--- src/hw/rtl/hsv_to_rgb_converter_top_defines.svh ---
// ----------------------------------------------------------------------------
// HSV to RGB converter assertion macros
// Clocked checks on clk_i; they compile away when ASSERT_OFF is set.
// ----------------------------------------------------------------------------
`ifndef HSV_TO_RGB_CONVERTER_TOP_DEFINES_SVH
`define HSV_TO_RGB_CONVERTER_TOP_DEFINES_SVH

`ifndef ASSERT_OFF
// check that is ignored while reset is asserted
`define HSV_ASSERT(label, prop) \
  label: assert property (@(posedge clk_i) disable iff (!rst_ni) prop) \
    else $error("hsv_to_rgb_converter_top: check failed");
// check that also holds during reset
`define HSV_ASSERT_ALWAYS(label, prop) \
  label: assert property (@(posedge clk_i) prop) \
    else $error("hsv_to_rgb_converter_top: check failed");
`else
`define HSV_ASSERT(label, prop)
`define HSV_ASSERT_ALWAYS(label, prop)
`endif

`endif

--- src/hw/rtl/hsv_pkg.sv ---
// ----------------------------------------------------------------------------
// HSV to RGB converter package
// Shared item type, sector codes, queue status and fixed-point constants.
// ----------------------------------------------------------------------------
`default_nettype none

package hsv_pkg;

  // One 60 degree sector in 1/64 degree hue units
  localparam logic [11:0] SectorUnits = 12'd3840;
  // 255 * 3840, full scale of saturation times fraction
  localparam logic [19:0] FracScale   = 20'd979200;
  // Full scale of an 8-bit unit value
  localparam logic [7:0]  UnitMax     = 8'd255;

  typedef enum logic [2:0] {
    SECTOR_0,
    SECTOR_1,
    SECTOR_2,
    SECTOR_3,
    SECTOR_4,
    SECTOR_5
  } sector_e;

  // Classified color handed from the front end to the datapath
  typedef struct packed {
    sector_e     sector;
    logic [11:0] frac;
    logic [7:0]  sat;
    logic [7:0]  val;
    logic        grey;
  } hsv_item_t;

  // Queue fill status
  typedef struct packed {
    logic full;
    logic empty;
  } fifo_status_t;

endpackage

`default_nettype wire

--- src/hw/rtl/hsv_front.sv ---
// ----------------------------------------------------------------------------
// HSV front end
// Accepts one color per beat, wraps the hue, splits it into sector and
// fraction, flags grey, and holds the result in a single register stage.
// ----------------------------------------------------------------------------
`default_nettype none

module hsv_front import hsv_pkg::*; (
  input  wire logic        clk_i,
  input  wire logic        rst_ni,
  input  wire logic        in_valid_i,
  output      logic        in_ready_o,
  input  wire logic [14:0] hue_i,
  input  wire logic [7:0]  saturation_i,
  input  wire logic [7:0]  brightness_i,
  output      logic        out_valid_o,
  input  wire logic        out_ready_i,
  output      hsv_item_t   out_item_o
);

  localparam logic [14:0] FullTurn = 15'd23040;
  localparam logic [14:0] Base1    = 15'd3840;
  localparam logic [14:0] Base2    = 15'd7680;
  localparam logic [14:0] Base3    = 15'd11520;
  localparam logic [14:0] Base4    = 15'd15360;
  localparam logic [14:0] Base5    = 15'd19200;

  logic        valid_q, valid_d;
  hsv_item_t   item_q, item_d;
  logic [14:0] hue_wrap;
  logic [14:0] base;
  logic [14:0] frac_full;
  sector_e     sector;

  // Fold hue beyond a full turn back into range
  assign hue_wrap = (hue_i >= FullTurn) ? (hue_i - FullTurn) : hue_i;

  // Pick the sector by comparing against the sector boundaries
  always_comb begin
    priority if (hue_wrap >= Base5) begin
      sector = SECTOR_5;
      base   = Base5;
    end else if (hue_wrap >= Base4) begin
      sector = SECTOR_4;
      base   = Base4;
    end else if (hue_wrap >= Base3) begin
      sector = SECTOR_3;
      base   = Base3;
    end else if (hue_wrap >= Base2) begin
      sector = SECTOR_2;
      base   = Base2;
    end else if (hue_wrap >= Base1) begin
      sector = SECTOR_1;
      base   = Base1;
    end else begin
      sector = SECTOR_0;
      base   = '0;
    end
  end

  assign frac_full = hue_wrap - base;

  // Build the classified item
  always_comb begin
    item_d.sector = sector;
    item_d.frac   = frac_full[11:0];
    item_d.sat    = saturation_i;
    item_d.val    = brightness_i;
    item_d.grey   = (saturation_i == '0);
  end

  // Take a new beat when the stage is empty or draining
  assign in_ready_o = !valid_q || out_ready_i;

  always_comb begin
    if (in_valid_i && in_ready_o) begin
      valid_d = 1'b1;
    end else if (out_ready_i) begin
      valid_d = 1'b0;
    end else begin
      valid_d = valid_q;
    end
  end

  always_ff @(posedge clk_i or negedge rst_ni) begin
    if (!rst_ni) begin
      valid_q <= 1'b0;
    end else begin
      valid_q <= valid_d;
    end
  end

  // Hold the payload until it moves on
  always_ff @(posedge clk_i) begin
    if (in_valid_i && in_ready_o) begin
      item_q <= item_d;
    end
  end

  assign out_valid_o = valid_q;
  assign out_item_o  = item_q;

endmodule

`default_nettype wire

--- src/hw/rtl/hsv_fifo.sv ---
// ----------------------------------------------------------------------------
// HSV item queue
// Small register queue that decouples the front end from the datapath.
// ----------------------------------------------------------------------------
`default_nettype none

module hsv_fifo import hsv_pkg::*; #(
  parameter int unsigned Depth = 2
) (
  input  wire logic         clk_i,
  input  wire logic         rst_ni,
  input  wire logic         in_valid_i,
  output      logic         in_ready_o,
  input  wire hsv_item_t    in_item_i,
  output      logic         out_valid_o,
  input  wire logic         out_ready_i,
  output      hsv_item_t    out_item_o,
  output      fifo_status_t status_o
);

  localparam int unsigned PtrW = (Depth > 1) ? $clog2(Depth) : 1;
  localparam int unsigned CntW = $clog2(Depth + 1);
  localparam logic [PtrW-1:0] LastPtr  = PtrW'(Depth - 1);
  localparam logic [CntW-1:0] FullCnt  = CntW'(Depth);

  hsv_item_t       mem_q [Depth];
  logic [PtrW-1:0] wr_ptr_q, wr_ptr_d;
  logic [PtrW-1:0] rd_ptr_q, rd_ptr_d;
  logic [CntW-1:0] count_q, count_d;
  logic            push, pop;

  assign status_o.full  = (count_q == FullCnt);
  assign status_o.empty = (count_q == '0);

  assign in_ready_o  = !status_o.full;
  assign out_valid_o = !status_o.empty;
  assign push        = in_valid_i && in_ready_o;
  assign pop         = out_valid_o && out_ready_i;

  // Advance pointers and fill count
  always_comb begin
    wr_ptr_d = wr_ptr_q;
    rd_ptr_d = rd_ptr_q;
    count_d  = count_q;
    if (push) begin
      wr_ptr_d = (wr_ptr_q == LastPtr) ? '0 : (wr_ptr_q + 1'b1);
    end
    if (pop) begin
      rd_ptr_d = (rd_ptr_q == LastPtr) ? '0 : (rd_ptr_q + 1'b1);
    end
    unique case ({push, pop})
      2'b10:   count_d = count_q + 1'b1;
      2'b01:   count_d = count_q - 1'b1;
      default: count_d = count_q;
    endcase
  end

  always_ff @(posedge clk_i or negedge rst_ni) begin
    if (!rst_ni) begin
      wr_ptr_q <= '0;
      rd_ptr_q <= '0;
      count_q  <= '0;
    end else begin
      wr_ptr_q <= wr_ptr_d;
      rd_ptr_q <= rd_ptr_d;
      count_q  <= count_d;
    end
  end

  // Store the pushed beat
  always_ff @(posedge clk_i) begin
    if (push) begin
      mem_q[wr_ptr_q] <= in_item_i;
    end
  end

  assign out_item_o = mem_q[rd_ptr_q];

endmodule

`default_nettype wire

--- src/hw/rtl/hsv_back.sv ---
// ----------------------------------------------------------------------------
// HSV datapath
// Five-stage pipeline: products, scaled products, reciprocal estimate,
// correction, and final divide with channel routing into the output register.
// ----------------------------------------------------------------------------
`default_nettype none

module hsv_back import hsv_pkg::*; (
  input  wire logic        clk_i,
  input  wire logic        rst_ni,
  input  wire logic        in_valid_i,
  output      logic        in_ready_o,
  input  wire hsv_item_t   in_item_i,
  output      logic        out_valid_o,
  input  wire logic        out_ready_i,
  output      logic [7:0]  red_o,
  output      logic [7:0]  green_o,
  output      logic [7:0]  blue_o
);

  localparam int unsigned NumStages    = 5;
  // floor(2^24 / 15), underestimates a quotient by at most one
  localparam logic [20:0] RecipFifteen = 21'd1118481;
  localparam logic [19:0] Fifteen      = 20'd15;

  // Exact floor(x / 255) for x below 65280
  function automatic logic [7:0] div255(input logic [15:0] x);
    logic [16:0] s;
    s = {1'b0, x} + 17'd1 + 17'(x[15:8]);
    return s[15:8];
  endfunction

  logic [NumStages-1:0] valid_q, valid_d;
  logic [NumStages-1:0] adv;

  // Stage 1
  logic [19:0] s1_prod_q_q, s1_prod_t_q;
  logic [15:0] s1_prod_p_q;
  logic [7:0]  s1_val_q;
  sector_e     s1_sector_q;
  logic        s1_grey_q;
  logic [11:0] frac_inv;

  // Stage 2
  logic [27:0] s2_x_q_q, s2_x_t_q;
  logic [7:0]  s2_p_q;
  logic [7:0]  s2_val_q;
  sector_e     s2_sector_q;
  logic        s2_grey_q;

  // Stage 3
  logic [40:0] mul_q, mul_t;
  logic [15:0] s3_est_q_q, s3_est_t_q;
  logic [19:0] s3_y_q_q, s3_y_t_q;
  logic [7:0]  s3_p_q;
  logic [7:0]  s3_val_q;
  sector_e     s3_sector_q;
  logic        s3_grey_q;

  // Stage 4
  logic [19:0] rem_q, rem_t;
  logic [15:0] s4_z_q_q, s4_z_t_q;
  logic [7:0]  s4_p_q;
  logic [7:0]  s4_val_q;
  sector_e     s4_sector_q;
  logic        s4_grey_q;

  // Output stage
  logic [7:0]  q_val, t_val;
  logic [7:0]  red_d, green_d, blue_d;
  logic [7:0]  red_q, green_q, blue_q;

  // Stage can load when empty or when its successor moves
  always_comb begin
    adv[NumStages-1] = !valid_q[NumStages-1] || out_ready_i;
    for (int i = NumStages - 2; i >= 0; i--) begin
      adv[i] = !valid_q[i] || adv[i+1];
    end
  end

  assign in_ready_o = adv[0];

  always_comb begin
    valid_d[0] = adv[0] ? in_valid_i : valid_q[0];
    for (int i = 1; i < NumStages; i++) begin
      valid_d[i] = adv[i] ? valid_q[i-1] : valid_q[i];
    end
  end

  always_ff @(posedge clk_i or negedge rst_ni) begin
    if (!rst_ni) begin
      valid_q <= '0;
    end else begin
      valid_q <= valid_d;
    end
  end

  // Stage 1: saturation times fraction and its complement, value times 1-S
  assign frac_inv = SectorUnits - in_item_i.frac;

  always_ff @(posedge clk_i) begin
    if (adv[0]) begin
      s1_prod_q_q <= 20'(in_item_i.sat * in_item_i.frac);
      s1_prod_t_q <= 20'(in_item_i.sat * frac_inv);
      s1_prod_p_q <= 16'(in_item_i.val * (UnitMax - in_item_i.sat));
      s1_val_q    <= in_item_i.val;
      s1_sector_q <= in_item_i.sector;
      s1_grey_q   <= in_item_i.grey;
    end
  end

  // Stage 2: scale by value, finish p
  always_ff @(posedge clk_i) begin
    if (adv[1]) begin
      s2_x_q_q    <= 28'(s1_val_q * (FracScale - s1_prod_q_q));
      s2_x_t_q    <= 28'(s1_val_q * (FracScale - s1_prod_t_q));
      s2_p_q      <= div255(s1_prod_p_q);
      s2_val_q    <= s1_val_q;
      s2_sector_q <= s1_sector_q;
      s2_grey_q   <= s1_grey_q;
    end
  end

  // Stage 3: estimate (x / 256) / 15 by reciprocal
  assign mul_q = 41'(s2_x_q_q[27:8] * RecipFifteen);
  assign mul_t = 41'(s2_x_t_q[27:8] * RecipFifteen);

  always_ff @(posedge clk_i) begin
    if (adv[2]) begin
      s3_est_q_q  <= mul_q[39:24];
      s3_est_t_q  <= mul_t[39:24];
      s3_y_q_q    <= s2_x_q_q[27:8];
      s3_y_t_q    <= s2_x_t_q[27:8];
      s3_p_q      <= s2_p_q;
      s3_val_q    <= s2_val_q;
      s3_sector_q <= s2_sector_q;
      s3_grey_q   <= s2_grey_q;
    end
  end

  // Stage 4: correct the estimate by one where the remainder overflows
  assign rem_q = s3_y_q_q - ({s3_est_q_q, 4'b0000} - 20'(s3_est_q_q));
  assign rem_t = s3_y_t_q - ({s3_est_t_q, 4'b0000} - 20'(s3_est_t_q));

  always_ff @(posedge clk_i) begin
    if (adv[3]) begin
      s4_z_q_q    <= (rem_q >= Fifteen) ? (s3_est_q_q + 1'b1) : s3_est_q_q;
      s4_z_t_q    <= (rem_t >= Fifteen) ? (s3_est_t_q + 1'b1) : s3_est_t_q;
      s4_p_q      <= s3_p_q;
      s4_val_q    <= s3_val_q;
      s4_sector_q <= s3_sector_q;
      s4_grey_q   <= s3_grey_q;
    end
  end

  // Output stage: final divide by 255, route by sector, grey copies the value
  assign q_val = div255(s4_z_q_q);
  assign t_val = div255(s4_z_t_q);

  always_comb begin
    if (s4_grey_q) begin
      red_d   = s4_val_q;
      green_d = s4_val_q;
      blue_d  = s4_val_q;
    end else begin
      unique case (s4_sector_q)
        SECTOR_0: begin
          red_d = s4_val_q; green_d = t_val;    blue_d = s4_p_q;
        end
        SECTOR_1: begin
          red_d = q_val;    green_d = s4_val_q; blue_d = s4_p_q;
        end
        SECTOR_2: begin
          red_d = s4_p_q;   green_d = s4_val_q; blue_d = t_val;
        end
        SECTOR_3: begin
          red_d = s4_p_q;   green_d = q_val;    blue_d = s4_val_q;
        end
        SECTOR_4: begin
          red_d = t_val;    green_d = s4_p_q;   blue_d = s4_val_q;
        end
        SECTOR_5: begin
          red_d = s4_val_q; green_d = s4_p_q;   blue_d = q_val;
        end
        default: begin
          red_d = s4_val_q; green_d = s4_p_q;   blue_d = q_val;
        end
      endcase
    end
  end

  always_ff @(posedge clk_i) begin
    if (adv[4]) begin
      red_q   <= red_d;
      green_q <= green_d;
      blue_q  <= blue_d;
    end
  end

  assign out_valid_o = valid_q[NumStages-1];
  assign red_o       = red_q;
  assign green_o     = green_q;
  assign blue_o      = blue_q;

endmodule

`default_nettype wire

--- src/hw/rtl/hsv_to_rgb_converter_top.sv ---
// Path from input beat to output beat: 1 front register, 1 queue slot and
//   5 datapath stages. Throughput: one color per clock while the output is
//   not stalled; set by the single-issue datapath pipeline.
// The queue lets the front end keep accepting while the output is stalled.
// Reset (rst_ni low, asynchronous) empties all stages and the queue;
//   no clearing pass, input is taken in the first cycle after reset.
`default_nettype none

`include "hsv_to_rgb_converter_top_defines.svh"

// ----------------------------------------------------------------------------
// HSV to RGB converter
// Streaming fixed-point conversion of one HSV color to 8-bit RGB per beat.
// ----------------------------------------------------------------------------
module hsv_to_rgb_converter_top import hsv_pkg::*; #(
  parameter int unsigned QueueDepth = 2
) (
  input  wire logic        clk_i,
  input  wire logic        rst_ni,
  input  wire logic        s_axis_tvalid_i,
  output      logic        s_axis_tready_o,
  // [14:0] hue, [22:15] saturation, [30:23] brightness, [31] zero
  input  wire logic [31:0] s_axis_tdata_i,
  output      logic        m_axis_tvalid_o,
  input  wire logic        m_axis_tready_i,
  // [7:0] red, [15:8] green, [23:16] blue
  output      logic [23:0] m_axis_tdata_o
);

  logic         front_valid, fifo_in_ready;
  hsv_item_t    front_item;
  logic         fifo_valid, back_ready;
  hsv_item_t    fifo_item;
  fifo_status_t fifo_stat;
  logic         fifo_push, fifo_pop;
  logic [7:0]   red, green, blue;

  // Accept and classify
  hsv_front u_front (
    .clk_i        (clk_i),
    .rst_ni       (rst_ni),
    .in_valid_i   (s_axis_tvalid_i),
    .in_ready_o   (s_axis_tready_o),
    .hue_i        (s_axis_tdata_i[14:0]),
    .saturation_i (s_axis_tdata_i[22:15]),
    .brightness_i (s_axis_tdata_i[30:23]),
    .out_valid_o  (front_valid),
    .out_ready_i  (fifo_in_ready),
    .out_item_o   (front_item)
  );

  // Decouple front end from datapath
  hsv_fifo #(
    .Depth (QueueDepth)
  ) u_fifo (
    .clk_i       (clk_i),
    .rst_ni      (rst_ni),
    .in_valid_i  (front_valid),
    .in_ready_o  (fifo_in_ready),
    .in_item_i   (front_item),
    .out_valid_o (fifo_valid),
    .out_ready_i (back_ready),
    .out_item_o  (fifo_item),
    .status_o    (fifo_stat)
  );

  // Compute and route channels
  hsv_back u_back (
    .clk_i       (clk_i),
    .rst_ni      (rst_ni),
    .in_valid_i  (fifo_valid),
    .in_ready_o  (back_ready),
    .in_item_i   (fifo_item),
    .out_valid_o (m_axis_tvalid_o),
    .out_ready_i (m_axis_tready_i),
    .red_o       (red),
    .green_o     (green),
    .blue_o      (blue)
  );

  assign m_axis_tdata_o = {blue, green, red};

  assign fifo_push = front_valid && fifo_in_ready;
  assign fifo_pop  = fifo_valid && back_ready;

  // Queue is never written while full
  `HSV_ASSERT(a_fifo_no_overflow, fifo_push |-> !fifo_stat.full)
  // Queue only drains through a pop
  `HSV_ASSERT(a_fifo_empty_by_pop, !fifo_stat.empty |=> !fifo_stat.empty || $past(fifo_pop))
  // Input stalls only when the front register holds a beat
  `HSV_ASSERT_ALWAYS(a_stall_has_item, !s_axis_tready_o |-> front_valid)

endmodule

`default_nettype wire

--- config.mk ---
export PLATFORM = sky130hd
export DESIGN_NAME = hsv_to_rgb_converter_top
export DESIGN_NICKNAME = d
export VERILOG_FILES = /design/src/hw/rtl/hsv_pkg.sv /design/src/hw/rtl/hsv_front.sv /design/src/hw/rtl/hsv_fifo.sv /design/src/hw/rtl/hsv_back.sv /design/src/hw/rtl/hsv_to_rgb_converter_top.sv
export VERILOG_INCLUDE_DIRS = /design/src /design/src/hw/rtl
export SDC_FILE = /design/constraint.sdc
export NUM_CORES = 2
export LEC_CHECK = 0
export BUFFER_PORTS_ARGS = -buffer_cell sky130_fd_sc_hd__buf_2
export CELL_PAD_IN_SITES_DETAIL_PLACEMENT = 1
export CELL_PAD_IN_SITES_GLOBAL_PLACEMENT = 1
export CORE_MARGIN = 2
export CORE_UTILIZATION = 30
export CTS_CLUSTER_DIAMETER = 150
export DETAILED_ROUTE_END_ITERATION = 12
export HOLD_SLACK_MARGIN = 0.08
export PLACE_DENSITY = 0.53
export SYNTH_ARGS = -nofsm -noshare
export SYNTH_HDL_FRONTEND = slang
export SYNTH_HIERARCHICAL = 1
export SYNTH_SLANG_ARGS = --single-unit
--- constraint.sdc ---
create_clock -name clk_i -period 8.5 [get_ports clk_i]
set_input_delay 1.7 -clock clk_i [delete_from_list [all_inputs] [get_ports clk_i]]
set_output_delay 1.7 -clock clk_i [all_outputs]
set_load 0.01 [all_outputs]
==> metrics.txt <==
status=finished clean; vias in the first global route=around 32000; CTS Buf Count=50; Synth Warn #=6; Ports=just over 60; drt via density=approximately 4.6; DR vias=28900; worst r2r src=u_back/s1_prod_q_q[0]; Final Setup Violations=0; crit path capture type=flip-flop; Max Slew Vio Count=0; critical path arrival=approximately 7900 ps; worst r2r dst=u_back/s2_x_t_q[27]; reg2reg path depth=26; Max Clk Rate=133 MHz; post-route ant nets=0; GRT overflow=0; Worst-Margin Slew=1160 ps; syn nets=~5400; CP startpoint=u_back/s1_prod_q_q[0]; Max clock buf depth=3; CTS tree=done; HP Class=flip-flop to flip-flop; die height=roughly 390 um; RSZ-0062 raised after global routing=false; Total Wirelength=104000 um; first-pass GRT wire length=~170000 um; Max-slew headroom=approximately 22%; final period utilization=88.6%; Setup Skew=37.9 ps; Synth Area per Inst=slightly above 10 um^2; setup TNS=0 ps; Worst setup SP type=flip-flop; gpl congestion=approximately 0.79; Post-CTS Resized=0; met1 usage=between 10% and 20%; gr usage total=between 10% and 20%; met3 Use GR=under 10%; Worst-path clk slew=50 ps; DR pass1 iterations=6; Synth Instances=roughly 4300; hold_buf cts=0; met2 global-route usage=23.2%; crit-path max FO=13; WS Path Type=flip-flop to flip-flop; Mapped Area=44100 um^2; Rows=140; # port buffers=60; number of remaining DRC errors=0; DR iter-0 viols=1004; post-CTS setup buffers=0; busiest grt layer=met2; Post-DP HPWL=about 84000 um; Filler Cell Count=around 16000; Die Wd=approximately 390 um; largest net degree at the start of global routing=88; final net count=5416; share of cells above drive strength 1=5.75%; total core area=roughly 150000 um^2; # diodes=0; Hold Fails Final Rpt=0; Worst R2R Setup Slack=between 900 and 1000 ps; wire per inst=between 15 and 20 um; WP data required=8850 ps; max-cap viol count=0; htree depth=2; Tmin final=~7500 ps; Skew-Pair Late Insertion Delay=620 ps; Die ar.=around 150000 um^2; clk root buf=clkbuf_16; end of the critical path=u_back/s2_x_t_q[27]; initial antenna violation count=0; clock sink count=around 400; Initial Utilization=around 30%; Area Overhead vs Synth=9.39%
==> worst min-delay path by stage <==
stage / slack [ps] / start / cells after the start / endpoint
after floorplan: 400 / u_back/s1_grey_q / 0 / u_back/s2_grey_q
after global placement: 400 / u_back/s3_val_q[2] / 0 / u_back/s4_val_q[2]
after detailed placement: 410 / u_back/s3_val_q[2] / 0 / u_back/s4_val_q[2]
after CTS: 420 / u_back/s3_val_q[2] / 0 / u_back/s4_val_q[2]
after global routing: 420 / u_back/s2_val_q[7] / 0 / u_back/s3_val_q[7]
final: 420 / u_back/s3_val_q[2] / 0 / u_back/s4_val_q[2]
==> critical path, stage by stage (launching register included) <==
cell	delay, ps
edfxtp_1	350
buf_4	190
inv_1	90
ha_1	180
nor3b_1	480
nand2_1	170
a21o_1	230
nor3_1	340
and3b_1	270
o21ai_0	210
xor2_1	610
nand2_1	160
fa_1	530
inv_1	50
fa_1	490
fa_1	490
inv_1	50
fa_1	520
inv_1	40
ha_1	350
a21o_1	180
a21o_1	190
a221o_1	390
a41oi_1	280
nand2b_1	120
a21oi_1	200
xnor2_1	90
==> state kept, by name, summed over array words and instances, names as in the netlist, 16 cells and up <==
| name | flops |
|---|---|
| u_back/s3_y_t_q | 20 |
| u_fifo/mem_q | 64 |
| u_back/s4_z_q_q | 16 |
| u_back/s1_prod_t_q | 19 |
| u_front/out_item_o | 32 |
| u_back/s4_z_t_q | 16 |
| u_back/s3_est_q_q | 16 |
| u_back/s2_x_q_q | 20 |
| u_back/s2_x_t_q | 20 |
| u_back/s1_prod_p_q | 16 |
| u_back/s1_prod_q_q | 20 |
| u_back/s3_est_t_q | 16 |
| u_back/s3_y_q_q | 20 |
==> placed cells by master (no fill, tap or decap), types with 10 or more instances in the layout <==
| master | n |
|---|---|
| inv_1 | 845 |
| ha_1 | 540 |
| fa_1 | 498 |
| edfxtp_1 | 391 |
| nand2_1 | 381 |
| and2_1 | 274 |
| xnor2_1 | 154 |
| nor2_1 | 148 |
| a21oi_1 | 114 |
| o21ai_0 | 89 |
| xor2_1 | 81 |
| nand2b_1 | 63 |
| nor2b_1 | 62 |
| buf_2 | 60 |
| nor3_1 | 52 |
| clkbuf_16 | 50 |
| nand3_1 | 47 |
| mux2_2 | 36 |
| a21o_1 | 35 |
| buf_4 | 33 |
| o21a_1 | 32 |
| nand4_1 | 25 |
| and3_1 | 20 |
| a31oi_1 | 18 |
| mux2i_1 | 15 |
| nor4_1 | 13 |
| a21boi_0 | 13 |
| clkinv_1 | 12 |
| o211ai_1 | 12 |
| o22ai_1 | 12 |
| a211oi_1 | 11 |
| or3_1 | 11 |
| o31ai_1 | 11 |
| dfrtp_1 | 10 |
==> area by class of cell <==
type	count	area [um^2]	area share, %
Clock inverter	36	294	0.610
Timing Repair Buffer	93	548	1.14
Inverter	846	3180	6.59
Multi-Input combinational cell	2950	28500	59.2
Clock buffer	56	1270	2.64
Sequential cell	401	12000	24.9
Tap cell	1917	2400	4.98
==> metal layers <==
layer,share of wire [%],vias to the layer above,wire length [um]
met5,0,-,0
met3,2.3,103,2380
met4,2.0,0,2120
met2,45,225,47000
li1,-,14100,-
met1,50,14500,52000
==> per-stage QoR <==
stage | area (um^2) | hold WS (ps) | utilization, % | setup slack (ps) | instances
2_1_floorplan | 44100 | 400 | - | 1880 | 4294
3_3_place_gp | 46600 | 402 | 32.0 | 851 | 6207
3_5_place_dp | 46600 | 406 | 32.0 | 837 | 6207
4_1_cts | 48200 | 419 | 33.1 | 829 | 6299
5_1_grt | 48200 | 425 | 33.1 | 353 | 6299
6_report | 48200 | 417 | 33.1 | 969 | 6299
Power is left out: the tool's default activity adds up to more than one toggle a clock period on the data nets, which glitch-free logic cannot reach.
